**src/rtl/iopdt_pkg.sv**
```systemverilog
// ----------------------------------------------------------------------------
// I/O port dispatch table package
// Shared widths, codes, entry layout and controller/datapath signal groups.
// ----------------------------------------------------------------------------
package iopdt_pkg;

  // Default table depth for the top level.
  localparam int TABLE_DEPTH = 64;

  // Field widths.
  localparam int PORT_W  = 16;
  localparam int FLAG_W  = 2;
  localparam int TAG_W   = 16;
  localparam int BYTES_W = 3;
  localparam int DATA_W  = 32;
  localparam int LIMIT_W = 7;
  localparam int USED_W  = 7;

  // Entry limit after reset.
  localparam logic [LIMIT_W-1:0] LIMIT_RESET = 7'd64;

  // Flag bit positions inside an entry.
  localparam int FLAG_FIXED_BIT = 0;
  localparam int FLAG_DRV_BIT   = 1;

  typedef enum logic [1:0] {
    OP_ATTACH = 2'd0,
    OP_DETACH = 2'd1,
    OP_ACCESS = 2'd2
  } op_t;

  typedef enum logic [2:0] {
    STATUS_OK         = 3'd0,
    STATUS_NO_SPACE   = 3'd1,
    STATUS_EXISTS     = 3'd2,
    STATUS_NO_PERM    = 3'd3,
    STATUS_NOT_FOUND  = 3'd4,
    STATUS_NO_HANDLER = 3'd5
  } status_t;

  typedef enum logic [2:0] {
    ST_IDLE,
    ST_CHECK,
    ST_SCAN,
    ST_SHIFT,
    ST_COMMIT,
    ST_RESULT
  } ctrl_state_t;

  // One table entry as stored in the memory.
  typedef struct packed {
    logic [PORT_W-1:0] port;
    logic [FLAG_W-1:0] flags;
    logic [TAG_W-1:0]  tag;
  } entry_t;

  // One request item.
  typedef struct packed {
    logic [1:0]         operation;
    logic [PORT_W-1:0]  port;
    logic [FLAG_W-1:0]  entry_flags;
    logic [TAG_W-1:0]   handler_tag;
    logic               by_driver;
    logic               is_read;
    logic [BYTES_W-1:0] access_bytes;
    logic [DATA_W-1:0]  access_data;
  } item_t;

  // One result item.
  typedef struct packed {
    status_t            status;
    logic [TAG_W-1:0]   found_tag;
    logic               fwd_is_read;
    logic [BYTES_W-1:0] fwd_bytes;
    logic [DATA_W-1:0]  fwd_data;
    logic [USED_W-1:0]  entries_used;
  } result_t;

  // Commands from the controller to the datapath.
  typedef struct packed {
    logic    load;
    logic    scan_start;
    logic    scan_run;
    logic    shift_up_start;
    logic    shift_dn_start;
    logic    shift_run;
    logic    commit_ins;
    logic    commit_del;
    logic    res_load;
    status_t res_status;
  } cmd_t;

  // Status from the datapath to the controller.
  typedef struct packed {
    logic              scan_done;
    logic              hit_eq;
    logic [FLAG_W-1:0] hit_flags;
    logic              shift_done;
    logic              full;
    logic [1:0]        operation;
    logic              by_driver;
    logic              out_free;
  } sts_t;

endpackage

```
**src/rtl/iopdt_if.sv**
```systemverilog
// ----------------------------------------------------------------------------
// I/O port dispatch table channel interfaces
// Request, result and configuration channels with valid/ready handshakes.
// ----------------------------------------------------------------------------

// Request channel.
interface iopdt_in_if;
  logic                           valid;
  logic                           ready;
  logic [1:0]                     operation;
  logic [iopdt_pkg::PORT_W-1:0]   port;
  logic [iopdt_pkg::FLAG_W-1:0]   entry_flags;
  logic [iopdt_pkg::TAG_W-1:0]    handler_tag;
  logic                           by_driver;
  logic                           is_read;
  logic [iopdt_pkg::BYTES_W-1:0]  access_bytes;
  logic [iopdt_pkg::DATA_W-1:0]   access_data;

  modport source (
    output valid, operation, port, entry_flags, handler_tag, by_driver, is_read,
           access_bytes, access_data,
    input  ready
  );
  modport sink (
    input  valid, operation, port, entry_flags, handler_tag, by_driver, is_read,
           access_bytes, access_data,
    output ready
  );
endinterface

// Result channel.
interface iopdt_out_if;
  logic                           valid;
  logic                           ready;
  logic [2:0]                     status;
  logic [iopdt_pkg::TAG_W-1:0]    found_tag;
  logic                           fwd_is_read;
  logic [iopdt_pkg::BYTES_W-1:0]  fwd_bytes;
  logic [iopdt_pkg::DATA_W-1:0]   fwd_data;
  logic [iopdt_pkg::USED_W-1:0]   entries_used;

  modport source (
    output valid, status, found_tag, fwd_is_read, fwd_bytes, fwd_data, entries_used,
    input  ready
  );
  modport sink (
    input  valid, status, found_tag, fwd_is_read, fwd_bytes, fwd_data, entries_used,
    output ready
  );
endinterface

// Configuration write channel for the entry limit register.
interface iopdt_cfg_if;
  logic                           valid;
  logic                           ready;
  logic [iopdt_pkg::LIMIT_W-1:0]  entry_limit;

  modport source (output valid, entry_limit, input ready);
  modport sink   (input valid, entry_limit, output ready);
endinterface

```
**src/rtl/iopdt_ctrl.sv**
```systemverilog
// ----------------------------------------------------------------------------
// I/O port dispatch table controller
// Sequences each item through check, table scan, entry shift, commit and
// result hand-off, and picks the status code.
// ----------------------------------------------------------------------------
module iopdt_ctrl (
  input  logic            clk,
  input  logic            rst_n,
  input  logic            in_valid,
  output logic            in_ready,
  input  iopdt_pkg::sts_t sts,
  output iopdt_pkg::cmd_t cmd
);

  iopdt_pkg::ctrl_state_t state_r, state_nxt;
  iopdt_pkg::status_t     status_r, status_nxt;
  logic                   drv_flag;

  assign drv_flag = sts.hit_flags[iopdt_pkg::FLAG_DRV_BIT];

  // State and status registers.
  always_ff @(posedge clk) begin
    if (!rst_n) begin
      state_r  <= iopdt_pkg::ST_IDLE;
      status_r <= iopdt_pkg::STATUS_OK;
    end else begin
      state_r  <= state_nxt;
      status_r <= status_nxt;
    end
  end

  // Next state and commands.
  always_comb begin
    state_nxt      = state_r;
    status_nxt     = status_r;
    in_ready       = 1'b0;
    cmd            = '0;
    cmd.res_status = status_r;
    case (state_r)
      iopdt_pkg::ST_IDLE: begin
        in_ready = 1'b1;
        if (in_valid) begin
          cmd.load  = 1'b1;
          state_nxt = iopdt_pkg::ST_CHECK;
        end
      end
      iopdt_pkg::ST_CHECK: begin
        status_nxt = iopdt_pkg::STATUS_OK;
        case (sts.operation)
          iopdt_pkg::OP_ATTACH: begin
            if (sts.full) begin
              status_nxt = iopdt_pkg::STATUS_NO_SPACE;
              state_nxt  = iopdt_pkg::ST_RESULT;
            end else begin
              cmd.scan_start = 1'b1;
              state_nxt      = iopdt_pkg::ST_SCAN;
            end
          end
          iopdt_pkg::OP_DETACH, iopdt_pkg::OP_ACCESS: begin
            cmd.scan_start = 1'b1;
            state_nxt      = iopdt_pkg::ST_SCAN;
          end
          default: begin
            state_nxt = iopdt_pkg::ST_RESULT;
          end
        endcase
      end
      iopdt_pkg::ST_SCAN: begin
        cmd.scan_run = 1'b1;
        if (sts.scan_done) begin
          state_nxt = iopdt_pkg::ST_RESULT;
          case (sts.operation)
            iopdt_pkg::OP_ATTACH: begin
              if (sts.hit_eq) begin
                status_nxt = iopdt_pkg::STATUS_EXISTS;
              end else begin
                cmd.shift_up_start = 1'b1;
                state_nxt          = iopdt_pkg::ST_SHIFT;
              end
            end
            iopdt_pkg::OP_DETACH: begin
              if (!sts.hit_eq) begin
                status_nxt = iopdt_pkg::STATUS_NOT_FOUND;
              end else if (sts.hit_flags[iopdt_pkg::FLAG_FIXED_BIT] ||
                           (drv_flag != sts.by_driver)) begin
                status_nxt = iopdt_pkg::STATUS_NO_PERM;
              end else begin
                cmd.shift_dn_start = 1'b1;
                state_nxt          = iopdt_pkg::ST_SHIFT;
              end
            end
            iopdt_pkg::OP_ACCESS: begin
              if (!sts.hit_eq) begin
                status_nxt = iopdt_pkg::STATUS_NO_HANDLER;
              end
            end
            default: begin
              status_nxt = iopdt_pkg::STATUS_OK;
            end
          endcase
        end
      end
      iopdt_pkg::ST_SHIFT: begin
        cmd.shift_run = 1'b1;
        if (sts.shift_done) begin
          state_nxt = iopdt_pkg::ST_COMMIT;
        end
      end
      iopdt_pkg::ST_COMMIT: begin
        if (sts.operation == iopdt_pkg::OP_ATTACH) begin
          cmd.commit_ins = 1'b1;
        end else begin
          cmd.commit_del = 1'b1;
        end
        state_nxt = iopdt_pkg::ST_RESULT;
      end
      iopdt_pkg::ST_RESULT: begin
        if (sts.out_free) begin
          cmd.res_load = 1'b1;
          state_nxt    = iopdt_pkg::ST_IDLE;
        end
      end
      default: begin
        state_nxt = iopdt_pkg::ST_IDLE;
      end
    endcase
  end

endmodule

```
**src/rtl/iopdt_dp.sv**
```systemverilog
// ----------------------------------------------------------------------------
// I/O port dispatch table datapath
// Holds the sorted entry memory, the entry count and limit, the streaming
// scan and shift engine, and the result register.
// ----------------------------------------------------------------------------
module iopdt_dp #(
  parameter int TABLE_DEPTH = iopdt_pkg::TABLE_DEPTH
) (
  input  logic                               clk,
  input  logic                               rst_n,
  input  iopdt_pkg::item_t                   item,
  input  logic                               cfg_we,
  input  logic [iopdt_pkg::LIMIT_W-1:0]      cfg_limit,
  input  logic                               out_ready,
  output logic                               out_valid,
  output iopdt_pkg::result_t                 result,
  input  iopdt_pkg::cmd_t                    cmd,
  output iopdt_pkg::sts_t                    sts
);

  localparam int AW = (TABLE_DEPTH > 1) ? $clog2(TABLE_DEPTH) : 1;
  localparam int CW = $clog2(TABLE_DEPTH + 1);
  localparam int EW = (CW > iopdt_pkg::LIMIT_W) ? CW : iopdt_pkg::LIMIT_W;

  // Entry memory and its registered read port.
  iopdt_pkg::entry_t mem [TABLE_DEPTH];
  iopdt_pkg::entry_t rdata_r;

  // Control registers.
  logic [CW-1:0]                 count_r;
  logic [iopdt_pkg::LIMIT_W-1:0] limit_r;
  logic                          out_valid_r;
  logic                          p_vld_r;
  logic                          shift_up_r;

  // Payload registers.
  iopdt_pkg::item_t   item_r;
  logic [CW-1:0]      idx_r;
  logic [CW-1:0]      p_idx_r;
  logic [CW-1:0]      pos_r;
  iopdt_pkg::entry_t  hit_r;
  iopdt_pkg::result_t result_r;

  logic [CW-1:0]     rd_idx;
  logic [AW-1:0]     raddr;
  logic              mem_we;
  logic [AW-1:0]     waddr;
  iopdt_pkg::entry_t wdata;
  iopdt_pkg::entry_t new_entry;
  logic              scan_issue;
  logic              scan_hit;
  logic              scan_done;
  logic [CW-1:0]     scan_pos;
  logic              shift_go;
  logic [CW-1:0]     shift_dst;
  logic [EW-1:0]     limit_ext;
  logic [EW-1:0]     depth_ext;
  logic [EW-1:0]     eff_limit;
  logic              is_ok;
  logic              tag_out;
  logic              fwd_out;

  // Read address: an upward shift reads the entry below the destination.
  assign rd_idx = shift_up_r ? (idx_r - 1'b1) : idx_r;
  assign raddr  = rd_idx[AW-1:0];

  // Scan finds the first entry whose port is not below the key.
  assign scan_issue = (idx_r < count_r);
  assign scan_hit   = p_vld_r && (rdata_r.port >= item_r.port);
  assign scan_done  = scan_hit || (!p_vld_r && !scan_issue);
  assign scan_pos   = scan_hit ? p_idx_r : count_r;

  // Shift moves entries one place up (insert) or down (remove).
  assign shift_go  = shift_up_r ? (idx_r > pos_r) : (idx_r < count_r);
  assign shift_dst = shift_up_r ? idx_r : (idx_r - 1'b1);

  // Memory write port: shifted entries, or the new entry on insert.
  assign new_entry = '{port: item_r.port, flags: item_r.entry_flags, tag: item_r.handler_tag};
  assign mem_we    = (cmd.shift_run && p_vld_r) || cmd.commit_ins;
  assign waddr     = cmd.commit_ins ? pos_r[AW-1:0] : p_idx_r[AW-1:0];
  assign wdata     = cmd.commit_ins ? new_entry : rdata_r;

  // Effective limit is the smaller of the register and the depth.
  assign limit_ext = EW'(limit_r);
  assign depth_ext = EW'(TABLE_DEPTH);
  assign eff_limit = (limit_ext < depth_ext) ? limit_ext : depth_ext;

  always_ff @(posedge clk) begin
    if (mem_we) begin
      mem[waddr] <= wdata;
    end
    rdata_r <= mem[raddr];
  end

  // Control state.
  always_ff @(posedge clk) begin
    if (!rst_n) begin
      count_r     <= '0;
      limit_r     <= iopdt_pkg::LIMIT_RESET;
      out_valid_r <= 1'b0;
      p_vld_r     <= 1'b0;
      shift_up_r  <= 1'b0;
    end else begin
      if (cfg_we) begin
        limit_r <= cfg_limit;
      end
      if (cmd.commit_ins) begin
        count_r <= count_r + 1'b1;
      end else if (cmd.commit_del) begin
        count_r <= count_r - 1'b1;
      end
      if (cmd.res_load) begin
        out_valid_r <= 1'b1;
      end else if (out_ready) begin
        out_valid_r <= 1'b0;
      end
      if (cmd.scan_start) begin
        shift_up_r <= 1'b0;
      end else if (cmd.shift_up_start) begin
        shift_up_r <= 1'b1;
      end else if (cmd.shift_dn_start) begin
        shift_up_r <= 1'b0;
      end
      if (cmd.scan_start || cmd.shift_up_start || cmd.shift_dn_start) begin
        p_vld_r <= 1'b0;
      end else if (cmd.scan_run) begin
        p_vld_r <= scan_issue;
      end else if (cmd.shift_run) begin
        p_vld_r <= shift_go;
      end
    end
  end

  // Item, scan index and match registers.
  always_ff @(posedge clk) begin
    if (cmd.load) begin
      item_r <= item;
    end
    if (cmd.scan_start) begin
      idx_r <= '0;
    end else if (cmd.shift_up_start) begin
      idx_r <= count_r;
    end else if (cmd.shift_dn_start) begin
      idx_r <= scan_pos + 1'b1;
    end else if (cmd.scan_run && scan_issue) begin
      idx_r   <= idx_r + 1'b1;
      p_idx_r <= idx_r;
    end else if (cmd.shift_run && shift_go) begin
      idx_r   <= shift_up_r ? (idx_r - 1'b1) : (idx_r + 1'b1);
      p_idx_r <= shift_dst;
    end
    if (cmd.scan_run && scan_done) begin
      pos_r <= scan_pos;
      hit_r <= rdata_r;
    end
  end

  // Result register.
  assign is_ok   = (cmd.res_status == iopdt_pkg::STATUS_OK);
  assign tag_out = is_ok && ((item_r.operation == iopdt_pkg::OP_DETACH) ||
                             (item_r.operation == iopdt_pkg::OP_ACCESS));
  assign fwd_out = is_ok && (item_r.operation == iopdt_pkg::OP_ACCESS);

  always_ff @(posedge clk) begin
    if (cmd.res_load) begin
      result_r.status       <= cmd.res_status;
      result_r.found_tag    <= tag_out ? hit_r.tag : '0;
      result_r.fwd_is_read  <= fwd_out ? item_r.is_read : 1'b0;
      result_r.fwd_bytes    <= fwd_out ? item_r.access_bytes : '0;
      result_r.fwd_data     <= (fwd_out && !item_r.is_read) ? item_r.access_data : '0;
      result_r.entries_used <= iopdt_pkg::USED_W'(count_r);
    end
  end

  assign out_valid = out_valid_r;
  assign result    = result_r;

  // Status toward the controller.
  assign sts.scan_done  = scan_done;
  assign sts.hit_eq     = scan_hit && (rdata_r.port == item_r.port);
  assign sts.hit_flags  = rdata_r.flags;
  assign sts.shift_done = !shift_go && !p_vld_r;
  assign sts.full       = (EW'(count_r) >= eff_limit);
  assign sts.operation  = item_r.operation;
  assign sts.by_driver  = item_r.by_driver;
  assign sts.out_free   = !out_valid_r || out_ready;

endmodule

```
**src/rtl/io_port_dispatch_table_unit.sv**
```systemverilog
// Flow: a taken item is checked; an attach to a full table or the unused code goes straight to
// the result. Otherwise the table is scanned; an access, or an attach or detach refused after
// the scan, then loads its result, while an accepted attach or detach shifts entries, commits
// and then loads its result. Throughput: one item at a time, with a one-entry-per-cycle scan
// and shift; a stalled result holds off the input.
// Reset: synchronous; the table is empty, the limit is 64, no result pending.
// ----------------------------------------------------------------------------
// I/O port dispatch table top level
// Sorted table of I/O port entries with attach, detach and access lookup.
// ----------------------------------------------------------------------------
module io_port_dispatch_table_unit #(
  parameter int TABLE_DEPTH = iopdt_pkg::TABLE_DEPTH
) (
  input  logic       clk,
  input  logic       rst_n,
  iopdt_in_if.sink   in_chan,
  iopdt_out_if.source out_chan,
  iopdt_cfg_if.sink  cfg_chan
);

  iopdt_pkg::item_t   item;
  iopdt_pkg::result_t result;
  iopdt_pkg::cmd_t    cmd;
  iopdt_pkg::sts_t    sts;
  logic               in_ready;
  logic               out_valid;

  // Pack the request fields.
  assign item.operation    = in_chan.operation;
  assign item.port         = in_chan.port;
  assign item.entry_flags  = in_chan.entry_flags;
  assign item.handler_tag  = in_chan.handler_tag;
  assign item.by_driver    = in_chan.by_driver;
  assign item.is_read      = in_chan.is_read;
  assign item.access_bytes = in_chan.access_bytes;
  assign item.access_data  = in_chan.access_data;
  assign in_chan.ready     = in_ready;

  // The limit register takes a write in any cycle.
  assign cfg_chan.ready = 1'b1;

  // Unpack the result fields.
  assign out_chan.valid        = out_valid;
  assign out_chan.status       = result.status;
  assign out_chan.found_tag    = result.found_tag;
  assign out_chan.fwd_is_read  = result.fwd_is_read;
  assign out_chan.fwd_bytes    = result.fwd_bytes;
  assign out_chan.fwd_data     = result.fwd_data;
  assign out_chan.entries_used = result.entries_used;

  iopdt_ctrl u_ctrl (
    .clk      (clk),
    .rst_n    (rst_n),
    .in_valid (in_chan.valid),
    .in_ready (in_ready),
    .sts      (sts),
    .cmd      (cmd)
  );

  iopdt_dp #(
    .TABLE_DEPTH (TABLE_DEPTH)
  ) u_dp (
    .clk       (clk),
    .rst_n     (rst_n),
    .item      (item),
    .cfg_we    (cfg_chan.valid),
    .cfg_limit (cfg_chan.entry_limit),
    .out_ready (out_chan.ready),
    .out_valid (out_valid),
    .result    (result),
    .cmd       (cmd),
    .sts       (sts)
  );

endmodule

```
**src/flat_wrapper.sv**
```systemverilog
// flat-port wrapper written by rule: the top's interface ports become plain ports
module io_port_dispatch_table_unit_flat 
#(
  parameter int TABLE_DEPTH = iopdt_pkg::TABLE_DEPTH
)
  (clk, rst_n, in_chan_valid, in_chan_operation, in_chan_port, in_chan_entry_flags, in_chan_handler_tag, in_chan_by_driver, in_chan_is_read, in_chan_access_bytes, in_chan_access_data, in_chan_ready, out_chan_valid, out_chan_status, out_chan_found_tag, out_chan_fwd_is_read, out_chan_fwd_bytes, out_chan_fwd_data, out_chan_entries_used, out_chan_ready, cfg_chan_valid, cfg_chan_entry_limit, cfg_chan_ready);
  iopdt_in_if in_chan_i ();
  iopdt_out_if out_chan_i ();
  iopdt_cfg_if cfg_chan_i ();
  input  logic clk;
  input  logic rst_n;
  input wire logic [$bits(in_chan_i.valid)-1:0] in_chan_valid;
  input wire logic [$bits(in_chan_i.operation)-1:0] in_chan_operation;
  input wire logic [$bits(in_chan_i.port)-1:0] in_chan_port;
  input wire logic [$bits(in_chan_i.entry_flags)-1:0] in_chan_entry_flags;
  input wire logic [$bits(in_chan_i.handler_tag)-1:0] in_chan_handler_tag;
  input wire logic [$bits(in_chan_i.by_driver)-1:0] in_chan_by_driver;
  input wire logic [$bits(in_chan_i.is_read)-1:0] in_chan_is_read;
  input wire logic [$bits(in_chan_i.access_bytes)-1:0] in_chan_access_bytes;
  input wire logic [$bits(in_chan_i.access_data)-1:0] in_chan_access_data;
  output wire logic [$bits(in_chan_i.ready)-1:0] in_chan_ready;
  output wire logic [$bits(out_chan_i.valid)-1:0] out_chan_valid;
  output wire logic [$bits(out_chan_i.status)-1:0] out_chan_status;
  output wire logic [$bits(out_chan_i.found_tag)-1:0] out_chan_found_tag;
  output wire logic [$bits(out_chan_i.fwd_is_read)-1:0] out_chan_fwd_is_read;
  output wire logic [$bits(out_chan_i.fwd_bytes)-1:0] out_chan_fwd_bytes;
  output wire logic [$bits(out_chan_i.fwd_data)-1:0] out_chan_fwd_data;
  output wire logic [$bits(out_chan_i.entries_used)-1:0] out_chan_entries_used;
  input wire logic [$bits(out_chan_i.ready)-1:0] out_chan_ready;
  input wire logic [$bits(cfg_chan_i.valid)-1:0] cfg_chan_valid;
  input wire logic [$bits(cfg_chan_i.entry_limit)-1:0] cfg_chan_entry_limit;
  output wire logic [$bits(cfg_chan_i.ready)-1:0] cfg_chan_ready;
  assign in_chan_i.valid = in_chan_valid;
  assign in_chan_i.operation = in_chan_operation;
  assign in_chan_i.port = in_chan_port;
  assign in_chan_i.entry_flags = in_chan_entry_flags;
  assign in_chan_i.handler_tag = in_chan_handler_tag;
  assign in_chan_i.by_driver = in_chan_by_driver;
  assign in_chan_i.is_read = in_chan_is_read;
  assign in_chan_i.access_bytes = in_chan_access_bytes;
  assign in_chan_i.access_data = in_chan_access_data;
  assign in_chan_ready = in_chan_i.ready;
  assign out_chan_valid = out_chan_i.valid;
  assign out_chan_status = out_chan_i.status;
  assign out_chan_found_tag = out_chan_i.found_tag;
  assign out_chan_fwd_is_read = out_chan_i.fwd_is_read;
  assign out_chan_fwd_bytes = out_chan_i.fwd_bytes;
  assign out_chan_fwd_data = out_chan_i.fwd_data;
  assign out_chan_entries_used = out_chan_i.entries_used;
  assign out_chan_i.ready = out_chan_ready;
  assign cfg_chan_i.valid = cfg_chan_valid;
  assign cfg_chan_i.entry_limit = cfg_chan_entry_limit;
  assign cfg_chan_ready = cfg_chan_i.ready;
  io_port_dispatch_table_unit #(.TABLE_DEPTH(TABLE_DEPTH)) u_core (.clk(clk), .rst_n(rst_n), .in_chan(in_chan_i), .out_chan(out_chan_i), .cfg_chan(cfg_chan_i));
endmodule
```
**config.mk**
```make
export PLATFORM = sky130hd
export DESIGN_NAME = io_port_dispatch_table_unit_flat
export DESIGN_NICKNAME = d
export VERILOG_FILES = /design/src/rtl/iopdt_pkg.sv /design/src/rtl/iopdt_if.sv /design/src/rtl/iopdt_ctrl.sv /design/src/rtl/iopdt_dp.sv /design/src/rtl/io_port_dispatch_table_unit.sv /design/src/flat_wrapper.sv
export SDC_FILE = /design/constraint.sdc
export NUM_CORES = 2
export LEC_CHECK = 0
export BUFFER_PORTS_ARGS = -buffer_cell sky130_fd_sc_hd__buf_2
export CAP_MARGIN = 10
export CORE_MARGIN = 5
export CORE_UTILIZATION = 54
export CTS_BUF_LIST = sky130_fd_sc_hd__clkbuf_4
export DETAILED_ROUTE_END_ITERATION = 7
export PLACE_DENSITY = 0.81
export SYNTH_ARGS = -nofsm -noshare
export SYNTH_HDL_FRONTEND = slang
export SYNTH_HIERARCHICAL = 1
export SYNTH_SLANG_ARGS = --single-unit
```
**constraint.sdc**
```tcl
create_clock -name clk -period 4.5 [get_ports clk]
set_input_delay 0.9 -clock clk [delete_from_list [all_inputs] [get_ports clk]]
set_output_delay 0.9 -clock clk [all_outputs]
set_load 0.1 [all_outputs]
```
==> results.yml <==
die:
  design.core.area_sq_um: 171400
  fp.dieW_microns: 424.5
  initial_core_util_pct: 54.15
  rows: 152
  ios: 150
  die_h_microns: 424.5
  die_area_sq_um: 180200
route:
  wl_microns: 251400
  ant_nets: 0
  wl_per_cell_microns: 32.38
  drc_errors: 0
  vias: 49850
  drt_iter0_markers: 7905
  drt-pass1-iter-count: 5
  viasPerCell: 6.420
layout:
  drive_gt1_share_pct: 37.62
  layout_common_cells: "edfxtp_1, clkbuf_4, mux4_2, nand2_1, buf_4"
  final_cell_count_no_fill: 7765
  final_common_cell: "edfxtp_1"
  syn2layout_area_growth_pct: 14.78
  nNetsFinal: 5174
synth:
  synth_edf_count: 2341
  yosys_warnings: 6
  synth_cells: 4174
  syn_nets: 4309
  ys_seq_area_share_pct: 77.14
  syn_area_sq_um: 92790
  syn_avg_cell_area_sq_um: 22.23
  synth_cell_types: 70
  ys_async_sr_fraction_pct: 0
  synth_flop_cell: "edfxtp_1"
  synth-seq-cells: 2405
critical_path:
  r2r_cells: 15
  arrival_ps: 5460
  required_ps: 5630
  end_kind: "flip-flop"
  crit_type: "reg -> reg"
  rrSetupSlack_ps: 170
  cp-start-kind: "flip-flop"
  worstReg2RegEnd: "u_core/u_dp/idx_r[6]"
  reg2reg_from: "u_core/u_dp/item_r[64]"
  cp_max_fo: 9
  cp-startpoint: "u_core/u_dp/item_r[64]"
min_path:
  whs_path_depth: 4
  min-delay-start: "in_chan_valid"
  hold_class: "in -> reg"
  whs_endpoint: "u_core/u_ctrl/state_r[2]"
power:
  power.total_mw: 56.50
  peakVddDrop_uv: 817.7
  cellPowerDensity_nw_per_um2: 530.5
  leakage_nw: 35.76
clock_network:
  post-cts-setup-buffers: 0
  path_clk_slew_ps: 90
  cts-root-buf: "clkbuf_4"
  clock_sinks: 2405
  clk_path_buf_depth: 4
  tritoncts: "done"
  clkLatencyLatePin_ps: 1360
  numCtsBuffers: 586
  htreeDepth: 6
timing:
  relSlewSlack_pct: 11.46
  finalSetupViolCount: 0
  fin_setup_tns_ps: 0
  worst_slew_pin_slew_ps: 1325
  finClkSkew_ps: 118.8
  max_freq_mhz: 230.9
  drv_slew: 0
  period_share_pct: 96.25
  finalHoldViolCount: 0
  min_period_ps: 4331
grt:
  grt-ovfl-total: 0
  grt_pass1_wl_microns: 355400
  grt_max_degree: 111
  grt_pass1_vias: 50880
  grt_usage_pct: 27.77
  antenna_found_initial: 8
place:
  place_inst: 6666
  hpwl_microns: 142800
  gp_congestion: 0.8856
  numPortBuffers: 148
outcome:
  status: "completed"
job:
  maxCapViolCount: 0
## registers in the layout, summed over array words and instances, names as in the netlist
signal and flops:
u_core/u_dp/item_r 70, u_core/u_dp/p_idx_r 7, u_core/u_dp/mem 2176, u_core/u_dp/shift_up_r 1
u_core/u_dp/out_valid 1, u_core/u_dp/sts 5, u_core/u_dp/result 62, u_core/u_dp/count_r 7
u_core/u_dp/hit_r 16, u_core/u_ctrl/state_r 3, u_core/u_dp/limit_ext 7, u_core/u_ctrl/status_r 3
u_core/u_dp/idx_r 7, u_core/u_dp/pos_r 7, u_core/u_dp/p_vld_r 1, u_core/u_dp/rdata_r 32
## worst max path at each step
stage,to
after detailed placement,u_core/u_dp/mem[42][11]
after floorplan,u_core/u_dp/item_r[0]
final,u_core/u_dp/idx_r[6]
after CTS,u_core/u_dp/idx_r[2]
after global placement,u_core/u_dp/mem[3][21]
after global routing,u_core/u_dp/idx_r[6]
## routing by layer
metal	global-route usage, %	up-vias	wire length (microns)
met5	0	-	0
met4	13.04	0	12790
met3	8.500	637	35820
met2	43.00	4272	119100
met1	36.61	25370	83690
li1	-	19570	-
## where the power goes
| part | internal [mW] | leakage [nW] | switching [mW] |
|---|---|---|---|
| Sequential | 28.1 | 21.6 | 0.376 |
| Combinational | 3.87 | 9.89 | 6.73 |
| Clock | 8.91 | 4.24 | 8.49 |
| Total | 40.9 | 35.8 | 15.6 |
## timing repair
item                                   in CTS  in global routing
hold buffers                               90                  0
endpoints found under the hold margin      88                  0
setup endpoints to repair                   0                  1
resized for setup                           0                  1
## worst max-delay path, cell delays in order (launching register included)
cell and delay, ps:
edfxtp_1 460, inv_1 120, ha_1 260, and3_1 250, a221oi_1 390, a21oi_1 340
o31ai_2 690, nand2_1 120, o21ai_0 210, ha_1 390, nand2_1 140, nor3_1 220
xnor2_1 160, mux2i_1 100, o221ai_1 200, a21oi_1 60
## through the flow
step	utilization [%]	hold slack (ps)	setup slack (ps)	cell area (sq um)
CTS	62.07	8.890	384.6	106400
global placement	57.43	434.7	551.2	98400
global route	62.15	65.23	-27.77	106500
floorplan	-	404.4	329.7	92800
finish	62.16	140.4	168.8	106500
detailed placement	57.43	442.1	486.1	98400
## cells by family (layout without fill, tap and decap cells)
group / Yosys count / count (layout) / synth area share [%]
AOI/OAI and AO/OA: 202 / 202 / 1.517
xor gates and xnor gates: 35 / 35 / 0.3546
adders and majority gates: 50 / 50 / 0.6823
buffers and inverters: 254 / 1519 / 1.211
DFF: 2405 / 2405 / 77.14
muxes: 723 / 723 / 16.59
other: 1 / 17 / 0.004041
and+or+nand+nor: 504 / 504 / 2.504
## synthesized netlist by cell type (5+ instances only)
| cell type | n | area share [%] |
|---|---|---|
| xnor2_1 | 23 | 0.22 |
| a21oi_1 | 26 | 0.14 |
| nand2_1 | 217 | 0.88 |
| buf_1 | 17 | 0.069 |
| edfxtp_1 | 2341 | 76 |
| mux2i_1 | 35 | 0.38 |
| nand4_1 | 5 | 0.034 |
| mux2_2 | 40 | 0.49 |
| o21ai_1 | 6 | 0.032 |
| ha_1 | 49 | 0.66 |
| a211oi_1 | 7 | 0.057 |
| nand2b_1 | 9 | 0.061 |
| mux4_2 | 648 | 16 |
| o221ai_1 | 9 | 0.085 |
| inv_1 | 50 | 0.20 |
| nor3_1 | 14 | 0.076 |
| nor2b_1 | 6 | 0.040 |
| buf_4 | 15 | 0.12 |
| nor2_1 | 106 | 0.43 |
| dfxtp_1 | 64 | 1.4 |
| o211ai_1 | 7 | 0.057 |
| clkbuf_1 | 93 | 0.38 |
| nand3b_1 | 11 | 0.089 |
| a32oi_1 | 7 | 0.066 |
| nand3_1 | 47 | 0.25 |
| a21o_1 | 18 | 0.15 |
| and3_1 | 17 | 0.11 |
| a22oi_1 | 54 | 0.44 |
| xor2_1 | 9 | 0.085 |
| buf_2 | 76 | 0.41 |
| o21ai_0 | 33 | 0.18 |
| and2_1 | 50 | 0.34 |
## cell type report
class,instances,area [sq um]
tap,2310,2890
antenna,16,40.04
timing repair buffer,481,4016
sequential,2405,71580
inverter,50,187.7
clock inverter,154,803.3
clock buffer,834,6261
fill,11090,64840
multi-input combinational,1515,20740
Note: power is estimated with default switching activity, not from simulation.
